===== src/rtl/aci_pkg.sv =====
// Shared types, character codes and the digit table for the ASCII command interpreter.
// No dependencies; every other file imports this package.
`timescale 1ns / 1ps

package aci_pkg;

  // ASCII codes of command letters, reply characters and digits
  localparam logic [7:0] ChL = 8'h4C;
  localparam logic [7:0] ChS = 8'h53;
  localparam logic [7:0] ChB = 8'h42;
  localparam logic [7:0] ChC = 8'h43;
  localparam logic [7:0] ChH = 8'h48;
  localparam logic [7:0] ChP = 8'h50;
  localparam logic [7:0] ChI = 8'h49;
  localparam logic [7:0] ChD = 8'h44;
  localparam logic [7:0] ChE = 8'h45;
  localparam logic [7:0] ChA = 8'h41;
  localparam logic [7:0] ChK = 8'h4B;
  localparam logic [7:0] ChO = 8'h4F;
  localparam logic [7:0] ChR = 8'h52;
  localparam logic [7:0] Ch0 = 8'h30;
  localparam logic [7:0] Ch1 = 8'h31;
  localparam logic [7:0] Ch9 = 8'h39;

  // Widths of the decimal argument and the LED mask
  localparam int unsigned ValueW = 14;
  localparam int unsigned MaskW  = 4;
  localparam logic [ValueW-1:0] ValueMax = 14'd9999;

  // Run queue between parser and emitter
  localparam int unsigned QueueAw    = 1;
  localparam int unsigned QueueDepth = 1 << QueueAw;

  typedef enum logic [4:0] {
    ST_IDLE, ST_L, ST_LS, ST_LC, ST_S,
    ST_B0, ST_B1, ST_B2,
    ST_H0, ST_H1, ST_H2,
    ST_C0, ST_C1, ST_C2,
    ST_P0, ST_P1, ST_P2, ST_P3,
    ST_I0, ST_I1, ST_I2, ST_I3,
    ST_D0, ST_D1, ST_D2, ST_D3
  } parser_state_e;

  typedef enum logic [2:0] {
    ACT_NONE, ACT_LED, ACT_BUZZER, ACT_HEATER, ACT_REF, ACT_PGAIN, ACT_IGAIN, ACT_DGAIN
  } action_e;

  // Reply shape: ACK, ERR, or ACK followed by a switch reading
  typedef enum logic [1:0] {
    RUN_ACK, RUN_ERR, RUN_ACK_SW
  } run_kind_e;

  // One reply run handed from the parser to the emitter
  typedef struct packed {
    run_kind_e         kind;
    action_e           action;
    logic [ValueW-1:0] value;
    logic [MaskW-1:0]  led;
    logic              closed;
  } aci_run_t;

  typedef struct packed {
    logic          is_digit_st;
    action_e       action;
    logic [9:0]    weight;
    logic          last_digit;
    parser_state_e next_st;
  } digit_info_t;

  // Digit states: action, decimal weight and successor
  function automatic digit_info_t digit_info(input parser_state_e st);
    digit_info_t di;
    di = '{is_digit_st: 1'b1, action: ACT_NONE, weight: 10'd0,
           last_digit: 1'b0, next_st: ST_IDLE};
    unique case (st)
      ST_B0: begin di.action = ACT_BUZZER; di.weight = 10'd100;  di.next_st = ST_B1; end
      ST_B1: begin di.action = ACT_BUZZER; di.weight = 10'd10;   di.next_st = ST_B2; end
      ST_B2: begin di.action = ACT_BUZZER; di.weight = 10'd1;    di.last_digit = 1'b1; end
      ST_H0: begin di.action = ACT_HEATER; di.weight = 10'd100;  di.next_st = ST_H1; end
      ST_H1: begin di.action = ACT_HEATER; di.weight = 10'd10;   di.next_st = ST_H2; end
      ST_H2: begin di.action = ACT_HEATER; di.weight = 10'd1;    di.last_digit = 1'b1; end
      ST_C0: begin di.action = ACT_REF;    di.weight = 10'd100;  di.next_st = ST_C1; end
      ST_C1: begin di.action = ACT_REF;    di.weight = 10'd10;   di.next_st = ST_C2; end
      ST_C2: begin di.action = ACT_REF;    di.weight = 10'd1;    di.last_digit = 1'b1; end
      ST_P0: begin di.action = ACT_PGAIN;  di.weight = 10'd1000; di.next_st = ST_P1; end
      ST_P1: begin di.action = ACT_PGAIN;  di.weight = 10'd100;  di.next_st = ST_P2; end
      ST_P2: begin di.action = ACT_PGAIN;  di.weight = 10'd10;   di.next_st = ST_P3; end
      ST_P3: begin di.action = ACT_PGAIN;  di.weight = 10'd1;    di.last_digit = 1'b1; end
      ST_I0: begin di.action = ACT_IGAIN;  di.weight = 10'd1000; di.next_st = ST_I1; end
      ST_I1: begin di.action = ACT_IGAIN;  di.weight = 10'd100;  di.next_st = ST_I2; end
      ST_I2: begin di.action = ACT_IGAIN;  di.weight = 10'd10;   di.next_st = ST_I3; end
      ST_I3: begin di.action = ACT_IGAIN;  di.weight = 10'd1;    di.last_digit = 1'b1; end
      ST_D0: begin di.action = ACT_DGAIN;  di.weight = 10'd1000; di.next_st = ST_D1; end
      ST_D1: begin di.action = ACT_DGAIN;  di.weight = 10'd100;  di.next_st = ST_D2; end
      ST_D2: begin di.action = ACT_DGAIN;  di.weight = 10'd10;   di.next_st = ST_D3; end
      ST_D3: begin di.action = ACT_DGAIN;  di.weight = 10'd1;    di.last_digit = 1'b1; end
      default: di.is_digit_st = 1'b0;
    endcase
    return di;
  endfunction

endpackage


===== src/rtl/aci_parser.sv =====
// Front end: parses one received byte per accepted request and builds reply runs.
// Depends on aci_pkg.
`timescale 1ns / 1ps

module aci_parser #(
  parameter int unsigned NUM_LEDS = 4
) (
  input  logic                    clk_i,
  input  logic                    rst_ni,
  input  logic                    accept_i,
  input  logic [7:0]              rx_byte_i,
  input  logic [3:0]              switch_levels_i,
  output logic                    run_valid_o,
  output aci_pkg::aci_run_t       run_o
);
  import aci_pkg::*;

  localparam logic [7:0] UnitMax = 8'(48 + NUM_LEDS);

  parser_state_e     state_q, state_d;
  logic [ValueW-1:0] acc_q, acc_d;
  logic [MaskW-1:0]  led_q, led_d;

  logic              is_digit, is_unit, in_mask;
  logic [3:0]        digit;
  logic [1:0]        unit_idx;
  logic [MaskW-1:0]  led_bit;
  logic [ValueW-1:0] prod;
  logic [ValueW:0]   sum;
  logic [ValueW-1:0] acc_sat;
  digit_info_t       di;

  // Classify the byte
  always_comb begin
    is_digit = (rx_byte_i >= Ch0) && (rx_byte_i <= Ch9);
    is_unit  = (rx_byte_i >= Ch1) && (rx_byte_i <= UnitMax);
    digit    = rx_byte_i[3:0];
    in_mask  = is_unit && (digit <= 4'd4);
    unit_idx = 2'(digit - 4'd1);
    led_bit  = MaskW'(1) << unit_idx;
    di       = digit_info(state_q);
    prod     = ValueW'(digit) * ValueW'(di.weight);
    sum      = (ValueW+1)'(acc_q) + (ValueW+1)'(prod);
    acc_sat  = (sum > (ValueW+1)'(ValueMax)) ? ValueMax : sum[ValueW-1:0];
  end

  // Next parser state and reply run
  always_comb begin
    state_d      = ST_IDLE;
    acc_d        = acc_q;
    led_d        = led_q;
    run_valid_o  = 1'b0;
    run_o.kind   = RUN_ERR;
    run_o.action = ACT_NONE;
    run_o.value  = '0;
    run_o.closed = 1'b0;
    unique case (state_q)
      ST_IDLE: begin
        acc_d = '0;
        unique case (rx_byte_i)
          ChL:     state_d = ST_L;
          ChS:     state_d = ST_S;
          ChB:     state_d = ST_B0;
          ChC:     state_d = ST_C0;
          ChH:     state_d = ST_H0;
          ChP:     state_d = ST_P0;
          ChI:     state_d = ST_I0;
          ChD:     state_d = ST_D0;
          default: run_valid_o = 1'b1;
        endcase
      end
      ST_L: begin
        // anything but S or C drops back silently
        if (rx_byte_i == ChS) begin
          state_d = ST_LS;
        end else if (rx_byte_i == ChC) begin
          state_d = ST_LC;
        end
      end
      ST_LS, ST_LC: begin
        run_valid_o = 1'b1;
        if (is_unit) begin
          run_o.kind   = RUN_ACK;
          run_o.action = ACT_LED;
          if (in_mask) begin
            led_d = (state_q == ST_LS) ? (led_q | led_bit) : (led_q & ~led_bit);
          end
        end
      end
      ST_S: begin
        run_valid_o = 1'b1;
        if (is_unit) begin
          run_o.kind   = RUN_ACK_SW;
          run_o.closed = in_mask && switch_levels_i[unit_idx];
        end
      end
      default: begin
        if (di.is_digit_st) begin
          if (is_digit) begin
            acc_d = acc_sat;
            if (di.last_digit) begin
              run_valid_o  = 1'b1;
              run_o.kind   = RUN_ACK;
              run_o.action = di.action;
              run_o.value  = acc_sat;
              acc_d        = '0;
            end else begin
              state_d = di.next_st;
            end
          end else begin
            run_valid_o = 1'b1;
            acc_d       = '0;
          end
        end
      end
    endcase
    run_o.led = led_d;
  end

  // Advance parser state on each accepted byte
  always_ff @(posedge clk_i or negedge rst_ni) begin
    if (!rst_ni) begin
      state_q <= ST_IDLE;
      acc_q   <= '0;
      led_q   <= '0;
    end else if (accept_i) begin
      state_q <= state_d;
      acc_q   <= acc_d;
      led_q   <= led_d;
    end
  end

endmodule


===== src/rtl/aci_fifo.sv =====
// Short queue of reply runs between parser and emitter.
// Depends on aci_pkg.
`timescale 1ns / 1ps

module aci_fifo (
  input  logic              clk_i,
  input  logic              rst_ni,
  input  logic              push_i,
  input  aci_pkg::aci_run_t push_data_i,
  input  logic              pop_i,
  output logic              full_o,
  output logic              empty_o,
  output aci_pkg::aci_run_t head_o
);
  import aci_pkg::*;

  aci_run_t           entry_q [QueueDepth];
  logic [QueueAw-1:0] wr_ptr_q, rd_ptr_q;
  logic [QueueAw:0]   count_q;

  assign full_o  = (count_q == (QueueAw+1)'(QueueDepth));
  assign empty_o = (count_q == '0);
  assign head_o  = entry_q[rd_ptr_q];

  // Store pushed runs
  always_ff @(posedge clk_i) begin
    if (push_i) begin
      entry_q[wr_ptr_q] <= push_data_i;
    end
  end

  // Track pointers and fill level
  always_ff @(posedge clk_i or negedge rst_ni) begin
    if (!rst_ni) begin
      wr_ptr_q <= '0;
      rd_ptr_q <= '0;
      count_q  <= '0;
    end else begin
      if (push_i) begin
        wr_ptr_q <= wr_ptr_q + 1'b1;
      end
      if (pop_i) begin
        rd_ptr_q <= rd_ptr_q + 1'b1;
      end
      if (push_i && !pop_i) begin
        count_q <= count_q + 1'b1;
      end else if (pop_i && !push_i) begin
        count_q <= count_q - 1'b1;
      end
    end
  end

endmodule


===== src/rtl/aci_emitter.sv =====
// Back end: expands each queued run into reply characters, one per output request.
// Depends on aci_pkg.
`timescale 1ns / 1ps

module aci_emitter (
  input  logic              clk_i,
  input  logic              rst_ni,
  input  logic              run_avail_i,
  input  aci_pkg::aci_run_t run_i,
  output logic              run_pop_o,
  output logic              out_valid_o,
  input  logic              out_ready_i,
  output logic [7:0]        tx_byte_o,
  output aci_pkg::action_e  action_o,
  output logic [13:0]       action_value_o,
  output logic [3:0]        led_mask_o,
  output logic              last_o
);
  import aci_pkg::*;

  logic [1:0]        idx_q;
  logic              valid_q;
  logic [7:0]        byte_q;
  action_e           action_q;
  logic [ValueW-1:0] value_q;
  logic [MaskW-1:0]  led_q;
  logic              last_q;

  logic              load;
  logic [7:0]        ch;
  logic              is_last;

  assign load      = run_avail_i && (!valid_q || out_ready_i);
  assign run_pop_o = load && is_last;

  // Pick the character for the current position in the run
  always_comb begin
    ch      = ChE;
    is_last = (idx_q == 2'd2);
    unique case (run_i.kind)
      RUN_ERR: ch = (idx_q == 2'd0) ? ChE : ChR;
      RUN_ACK, RUN_ACK_SW: begin
        unique case (idx_q)
          2'd0: ch = ChA;
          2'd1: ch = ChC;
          2'd2: ch = ChK;
          2'd3: ch = run_i.closed ? ChC : ChO;
          default: ch = ChA;
        endcase
        if (run_i.kind == RUN_ACK_SW) begin
          is_last = (idx_q == 2'd3);
        end
      end
      default: ch = ChE;
    endcase
  end

  // Step through the run
  always_ff @(posedge clk_i or negedge rst_ni) begin
    if (!rst_ni) begin
      idx_q   <= '0;
      valid_q <= 1'b0;
    end else begin
      if (load) begin
        idx_q <= is_last ? 2'd0 : idx_q + 2'd1;
      end
      if (load) begin
        valid_q <= 1'b1;
      end else if (out_ready_i) begin
        valid_q <= 1'b0;
      end
    end
  end

  // Hold the output payload until taken
  always_ff @(posedge clk_i) begin
    if (load) begin
      byte_q   <= ch;
      action_q <= (idx_q == 2'd0) ? run_i.action : ACT_NONE;
      value_q  <= (idx_q == 2'd0) ? run_i.value : '0;
      led_q    <= run_i.led;
      last_q   <= is_last;
    end
  end

  assign out_valid_o    = valid_q;
  assign tx_byte_o      = byte_q;
  assign action_o       = action_q;
  assign action_value_o = value_q;
  assign led_mask_o     = led_q;
  assign last_o         = last_q;

endmodule


===== src/rtl/ascii_command_interpreter.sv =====
// Top level of the ASCII command interpreter: parser, run queue and reply emitter.
// Depends on aci_pkg, aci_parser, aci_fifo and aci_emitter.
//
//   Channel  Dir  Handshake             Payload
//   s_axis   in   tvalid/tready         tdata[7:0] rx_byte, [11:8] switch_levels
//   m_axis   out  tvalid/tready/tlast   tdata[0] tx_valid, [8:1] tx_byte, [11:9] action,
//                                       [25:12] action_value, [29:26] led_mask
//
// A byte is parsed in the cycle it is accepted.
// A byte that completes a command or is rejected queues one run, which the emitter sends
// as 3 or 4 results, one per cycle while the output is ready.
// The first result of a run is registered in the run queue and then in the output register.
// The two-entry run queue keeps input accepted while the output is stalled; a run stays
// queued until its last result is loaded, so input stalls when two runs are held, the
// one being sent counting as one. Reset clears the parser to idle, the digit
// accumulator and the LED pattern, empties the queue and drops the output register.
`timescale 1ns / 1ps

module ascii_command_interpreter #(
  parameter int unsigned NUM_LEDS = 4
) (
  input  logic        clk_i,
  input  logic        rst_ni,
  input  logic        s_axis_tvalid,
  output logic        s_axis_tready,
  input  logic [15:0] s_axis_tdata,   // [7:0] rx_byte, [11:8] switch_levels, [15:12] zero
  output logic        m_axis_tvalid,
  input  logic        m_axis_tready,
  output logic [31:0] m_axis_tdata,   // [0] tx_valid, [8:1] tx_byte, [11:9] action,
                                      // [25:12] action_value, [29:26] led_mask, [31:30] zero
  output logic        m_axis_tlast
);
  import aci_pkg::*;

  logic              accept;
  logic              run_valid, full, empty, pop;
  aci_run_t          run, head;
  logic [7:0]        tx_byte;
  action_e           action;
  logic [ValueW-1:0] action_value;
  logic [MaskW-1:0]  led_mask;

  assign s_axis_tready = !full;
  assign accept        = s_axis_tvalid && s_axis_tready;

  // Parse incoming bytes
  aci_parser #(
    .NUM_LEDS(NUM_LEDS)
  ) u_parser (
    .clk_i,
    .rst_ni,
    .accept_i       (accept),
    .rx_byte_i      (s_axis_tdata[7:0]),
    .switch_levels_i(s_axis_tdata[11:8]),
    .run_valid_o    (run_valid),
    .run_o          (run)
  );

  // Queue reply runs
  aci_fifo u_fifo (
    .clk_i,
    .rst_ni,
    .push_i     (accept && run_valid),
    .push_data_i(run),
    .pop_i      (pop),
    .full_o     (full),
    .empty_o    (empty),
    .head_o     (head)
  );

  // Send reply characters
  aci_emitter u_emitter (
    .clk_i,
    .rst_ni,
    .run_avail_i   (!empty),
    .run_i         (head),
    .run_pop_o     (pop),
    .out_valid_o   (m_axis_tvalid),
    .out_ready_i   (m_axis_tready),
    .tx_byte_o     (tx_byte),
    .action_o      (action),
    .action_value_o(action_value),
    .led_mask_o    (led_mask),
    .last_o        (m_axis_tlast)
  );

  assign m_axis_tdata = {2'b00, led_mask, action_value, action, tx_byte, 1'b1};

endmodule


===== config.mk =====
export PLATFORM = sky130hd
export DESIGN_NAME = ascii_command_interpreter
export DESIGN_NICKNAME = d
export VERILOG_FILES = /design/src/rtl/aci_pkg.sv /design/src/rtl/aci_parser.sv /design/src/rtl/aci_fifo.sv /design/src/rtl/aci_emitter.sv /design/src/rtl/ascii_command_interpreter.sv
export SDC_FILE = /design/constraint.sdc
export NUM_CORES = 1
export LEC_CHECK = 0
export BUFFER_PORTS_ARGS = -buffer_cell sky130_fd_sc_hd__buf_2
export CAP_MARGIN = 20
export CELL_PAD_IN_SITES_DETAIL_PLACEMENT = 0
export CELL_PAD_IN_SITES_GLOBAL_PLACEMENT = 2
export CORE_MARGIN = 2
export CORE_UTILIZATION = 44
export CTS_BUF_LIST = sky130_fd_sc_hd__clkbuf_4 sky130_fd_sc_hd__clkbuf_8 sky130_fd_sc_hd__clkbuf_16
export CTS_CLUSTER_SIZE = 8
export DETAILED_ROUTE_END_ITERATION = 16
export PLACE_DENSITY = 0.9
export SLEW_MARGIN = 20
export SYNTH_ARGS = -nofsm -noshare
export SYNTH_HDL_FRONTEND = slang
export SYNTH_HIERARCHICAL = 1
export SYNTH_SLANG_ARGS = --single-unit
export TNS_END_PERCENT = 50

===== constraint.sdc =====
create_clock -name clk_i -period 10.7 [get_ports clk_i]
set_clock_uncertainty 0.15 [all_clocks]
set_input_delay 1.605 -clock clk_i [delete_from_list [all_inputs] [get_ports clk_i]]
set_output_delay 1.605 -clock clk_i [all_outputs]
set_load 0.02 [all_outputs]

==> impl_metrics.py <==
metrics = {
    "timing": {
        "relSlewSlack": 0.315,
        "worst_pin_slew_ns": 1.03,
        "rsz0062_at_grt": "no",
        "setup_viol": 0,
        "min_period_over_period": 0.594,
        "fin_crit_ns": 6.35,
        "post-route-worst-setup-slack_ns": 4.35,
        "tns_ns": 0,
        "slew_violations": 0,
        "max_freq_ghz": 0.157,
        "finalHoldViolations": 0,
    },
    "die": {
        "ioPinCount": 55,
        "die_h_um": 132,
        "die-area_um2": 17400,
        "die_w_um": 132,
        "core_area_um2": 15900,
        "initial_core_util": 0.453,
        "rows": 46,
    },
    "grt": {
        "grt_pass1_vias": 4773,
        "gr-total-overflow": 0,
        "grt_usage": 0.169,
        "grt_pass1_wl_mm": 24.1,
        "antenna_found_initial": 0,
        "grt_max_degree": 31,
    },
    "pwr": {
        "p_total_uw": 1880,
        "powerDensity_nw_per_um2": 241,
        "leakagePower_uw": 0.00340,
        "peakVddDrop_mv": 0.0975,
    },
    "route": {
        "avgViaCountPerCell": 5.23,
        "post_drt_wl_per_cell_um": 15.3,
        "totalWireLength_mm": 14.2,
        "drc": 0,
        "via_count": 4841,
        "ant_nets": 0,
        "drtIter0Drc": 342,
        "first_pass_iters": 5,
    },
    "critical_path": {
        "rr_worst_depth": 22,
        "rr_endpoint": "u_fifo/entry_q[0][15]",
        "end_kind": "flip-flop",
        "max_stage_delay_ns": 0.82,
        "crit_chain": "inv_1 -> nor2_1 -> nand2_1 -> a21oi_1 -> nor2_1 -> nor2b_1 -> inv_1 -> fa_1 -> inv_1 -> fa_1 -> inv_1 -> fa_1 -> inv_1 -> ha_1 -> a21o_1 -> o2bb2ai_2 -> a311o_1 -> a211oi_4 -> o21ai_2 -> a221oi_4 -> and2_2 -> nor2_1",
        "cp-endpoint": "u_fifo/entry_q[0][15]",
        "rrSetupSlack_ns": 4.35,
        "critPathSlowestCell": "dfrtp_1",
        "critPathKind": "reg -> reg",
        "critPathLaunchType": "flip-flop",
        "path_max_fanout": 23,
        "startpoint": "u_parser/state_q[2]",
        "crit_top_cell": "inv_1",
        "critPathArrivalTime_ns": 6.28,
        "r2r_start": "u_parser/state_q[2]",
        "required_ns": 10.63,
    },
    "clocking": {
        "cts.sinks": 105,
        "ctsResizeCount": 0,
        "cts_buffers": 9,
        "clock_path_buffers": 2,
        "path_clk_slew_ns": 0.07,
        "clock_tree.root_cell": "clkbuf_16",
        "postCtsHoldBufs": 0,
        "post_cts_buffers": 0,
        "clock_latency_ns": 0.34,
        "cts_tree": "yes",
        "h-tree-depth": 3,
    },
    "place": {
        "dp_hpwl_mm": 10.9,
        "post-place-ws_ns": 4.14,
        "gp_congestion": 0.918,
        "portBuffers": 44,
        "dpl_cell_area_um2": 7530,
    },
    "layout": {
        "final_area_um2": 7830,
        "nNetsFinal": 790,
        "antennaDiodeCount": 0,
        "syn2layout_area_growth_pct": 8.43,
        "drive_gt1_frac": 0.175,
    },
    "logic_synthesis": {
        "synth_ff_type": "edfxtp_1",
        "postSynthCellCount": 681,
        "ys_seq_elements": 105,
        "synth_edf_count": 75,
        "syn_avg_cell_area_um2": 10.6,
        "synthDistinctLibCells": 77,
        "yosysSeqAreaShare": 0.416,
        "async_flop_share": 0.286,
        "synth_area_um2": 7220,
        "yosys_warnings": 6,
    },
    "min_path": {
        "hold_path_class": "reg -> reg",
    },
    "run_status": {
        "outcome": "complete, no violations",
    },
    "run": {
        "drv_cap": 0,
    },
}
sequential cells by signal, summed over array words and instances (netlist names), 2 cells and up:
signal                    cells
u_fifo/entry_q               48
u_emitter/action_value_o     14
u_parser/acc_q               14
u_emitter/tx_byte_o           5
u_parser/state_q              5
u_emitter/led_mask_o          4
u_parser/led_q                4
u_emitter/action_o            3
u_emitter/idx_q               2
u_fifo/count_q                2
cell usage in the layout, fill, tap and decap left out, types with 7 or more instances in the layout:
master and count:
a211oi_1 9, a21oi_1 27, and2_1 35, buf_2 44, clkbuf_16 9, dfrtp_1 30
edfxtp_1 75, fa_1 24, ha_1 41, inv_1 78, mux2_2 12, mux2_4 20
nand2_1 47, nand2b_1 7, nand3_1 11, nor2_1 47, nor2b_1 14, nor3_1 8
o21a_1 7, o21ai_0 32, xor2_1 8
worst max-delay path, delay by kind of cell (launching register included):
kind	cells	cell delay, ns
AOI/OAI and AO/OA	7	1.70
adders and majority gates	4	1.90
buffers and inverters	5	0.54
DFF	1	0.82
and+or+nand+nor	6	0.95
cells in the mapped netlist (all sizes together), types with 2 or more instances:
cell type | count | area share
inv | 78 | 0.041
edfxtp | 75 | 0.31
nand2 | 48 | 0.025
nor2 | 47 | 0.024
ha | 41 | 0.071
and2 | 38 | 0.034
o21ai | 36 | 0.026
mux2 | 32 | 0.060
a21oi | 30 | 0.024
dfrtp | 30 | 0.10
fa | 24 | 0.067
buf | 23 | 0.023
nor2b | 15 | 0.013
clkbuf | 13 | 0.0068
nand3 | 11 | 0.0076
a211oi | 10 | 0.012
nor3 | 9 | 0.0069
nand2b | 8 | 0.0080
xor2 | 8 | 0.0097
o21a | 7 | 0.0073
a21o | 6 | 0.0062
o22ai | 6 | 0.0052
xnor2 | 6 | 0.0073
a211o | 5 | 0.0061
nand4 | 5 | 0.0043
a221o | 4 | 0.0055
conb | 4 | 0.0021
nor3b | 4 | 0.0042
nor4 | 4 | 0.0035
o21bai | 4 | 0.0047
or2 | 4 | 0.0035
a22o | 3 | 0.0036
and3 | 3 | 0.0026
mux2i | 3 | 0.0042
nand3b | 3 | 0.0031
o211ai | 3 | 0.0031
or3b | 3 | 0.0036
a32oi | 2 | 0.0024
a41oi | 2 | 0.0024
and4 | 2 | 0.0024
o2bb2ai | 2 | 0.0033
o311a | 2 | 0.0028
or3 | 2 | 0.0024
power by group:
part	leakage, uW	internal, uW	total, uW	switching [uW]
Clock	0.000138	162	314	152
Sequential	0.00114	574	637	63.6
Combinational	0.00212	364	933	569
Total	0.00340	1100	1880	784
logic make-up after synthesis:
kind of cell	after synthesis	synth area share
fa+ha+maj	65	0.138
xor+xnor	14	0.0170
buf+inv	114	0.0707
flops	105	0.416
other cells	4	0.00208
mux	36	0.0676
compound gates	131	0.132
simple gates	212	0.157
worst min path at each step:
| stage | from | to | cells after the start |
|---|---|---|---|
| floorplan | u_parser/acc_q[12] | u_parser/acc_q[12] | 2 |
| global placement | u_fifo/count_q[1] | u_fifo/count_q[1] | 1 |
| detailed placement | u_parser/acc_q[11] | u_parser/acc_q[11] | 2 |
| CTS | u_fifo/count_q[1] | u_fifo/count_q[1] | 1 |
| global route | u_parser/acc_q[8] | u_parser/acc_q[8] | 1 |
| finish | u_parser/acc_q[8] | u_parser/acc_q[8] | 1 |
layer usage:
| layer | up-vias | global-route usage | wire (um) |
|---|---|---|---|
| met5 | - | 0 | 0 |
| met1 | 2313 | 0.236 | 6940 |
| met4 | 0 | 0.0429 | 181 |
| met2 | 109 | 0.277 | 6570 |
| met3 | 16 | 0.0231 | 518 |
| li1 | 2403 | - | - |
layout make-up:
class / count / area, um2
Fill cell: 1461 / 8120
Multi-Input combinational cell: 464 / 3730
Timing Repair Buffer: 47 / 243
Tap cell: 216 / 270
Inverter: 78 / 293
Clock inverter: 7 / 62.6
Clock buffer: 9 / 225
Sequential cell: 105 / 3000
stage by stage:
step                hold WS (ns)  cells   util
CTS                        0.359    926  0.491
detailed placement         0.340    910  0.472
finish                     0.356    926  0.491
floorplan                  0.300    683      -
global route               0.376    926  0.491
global placement           0.323    910  0.472
No activity file was read; power rests on OpenSTA's default activity.
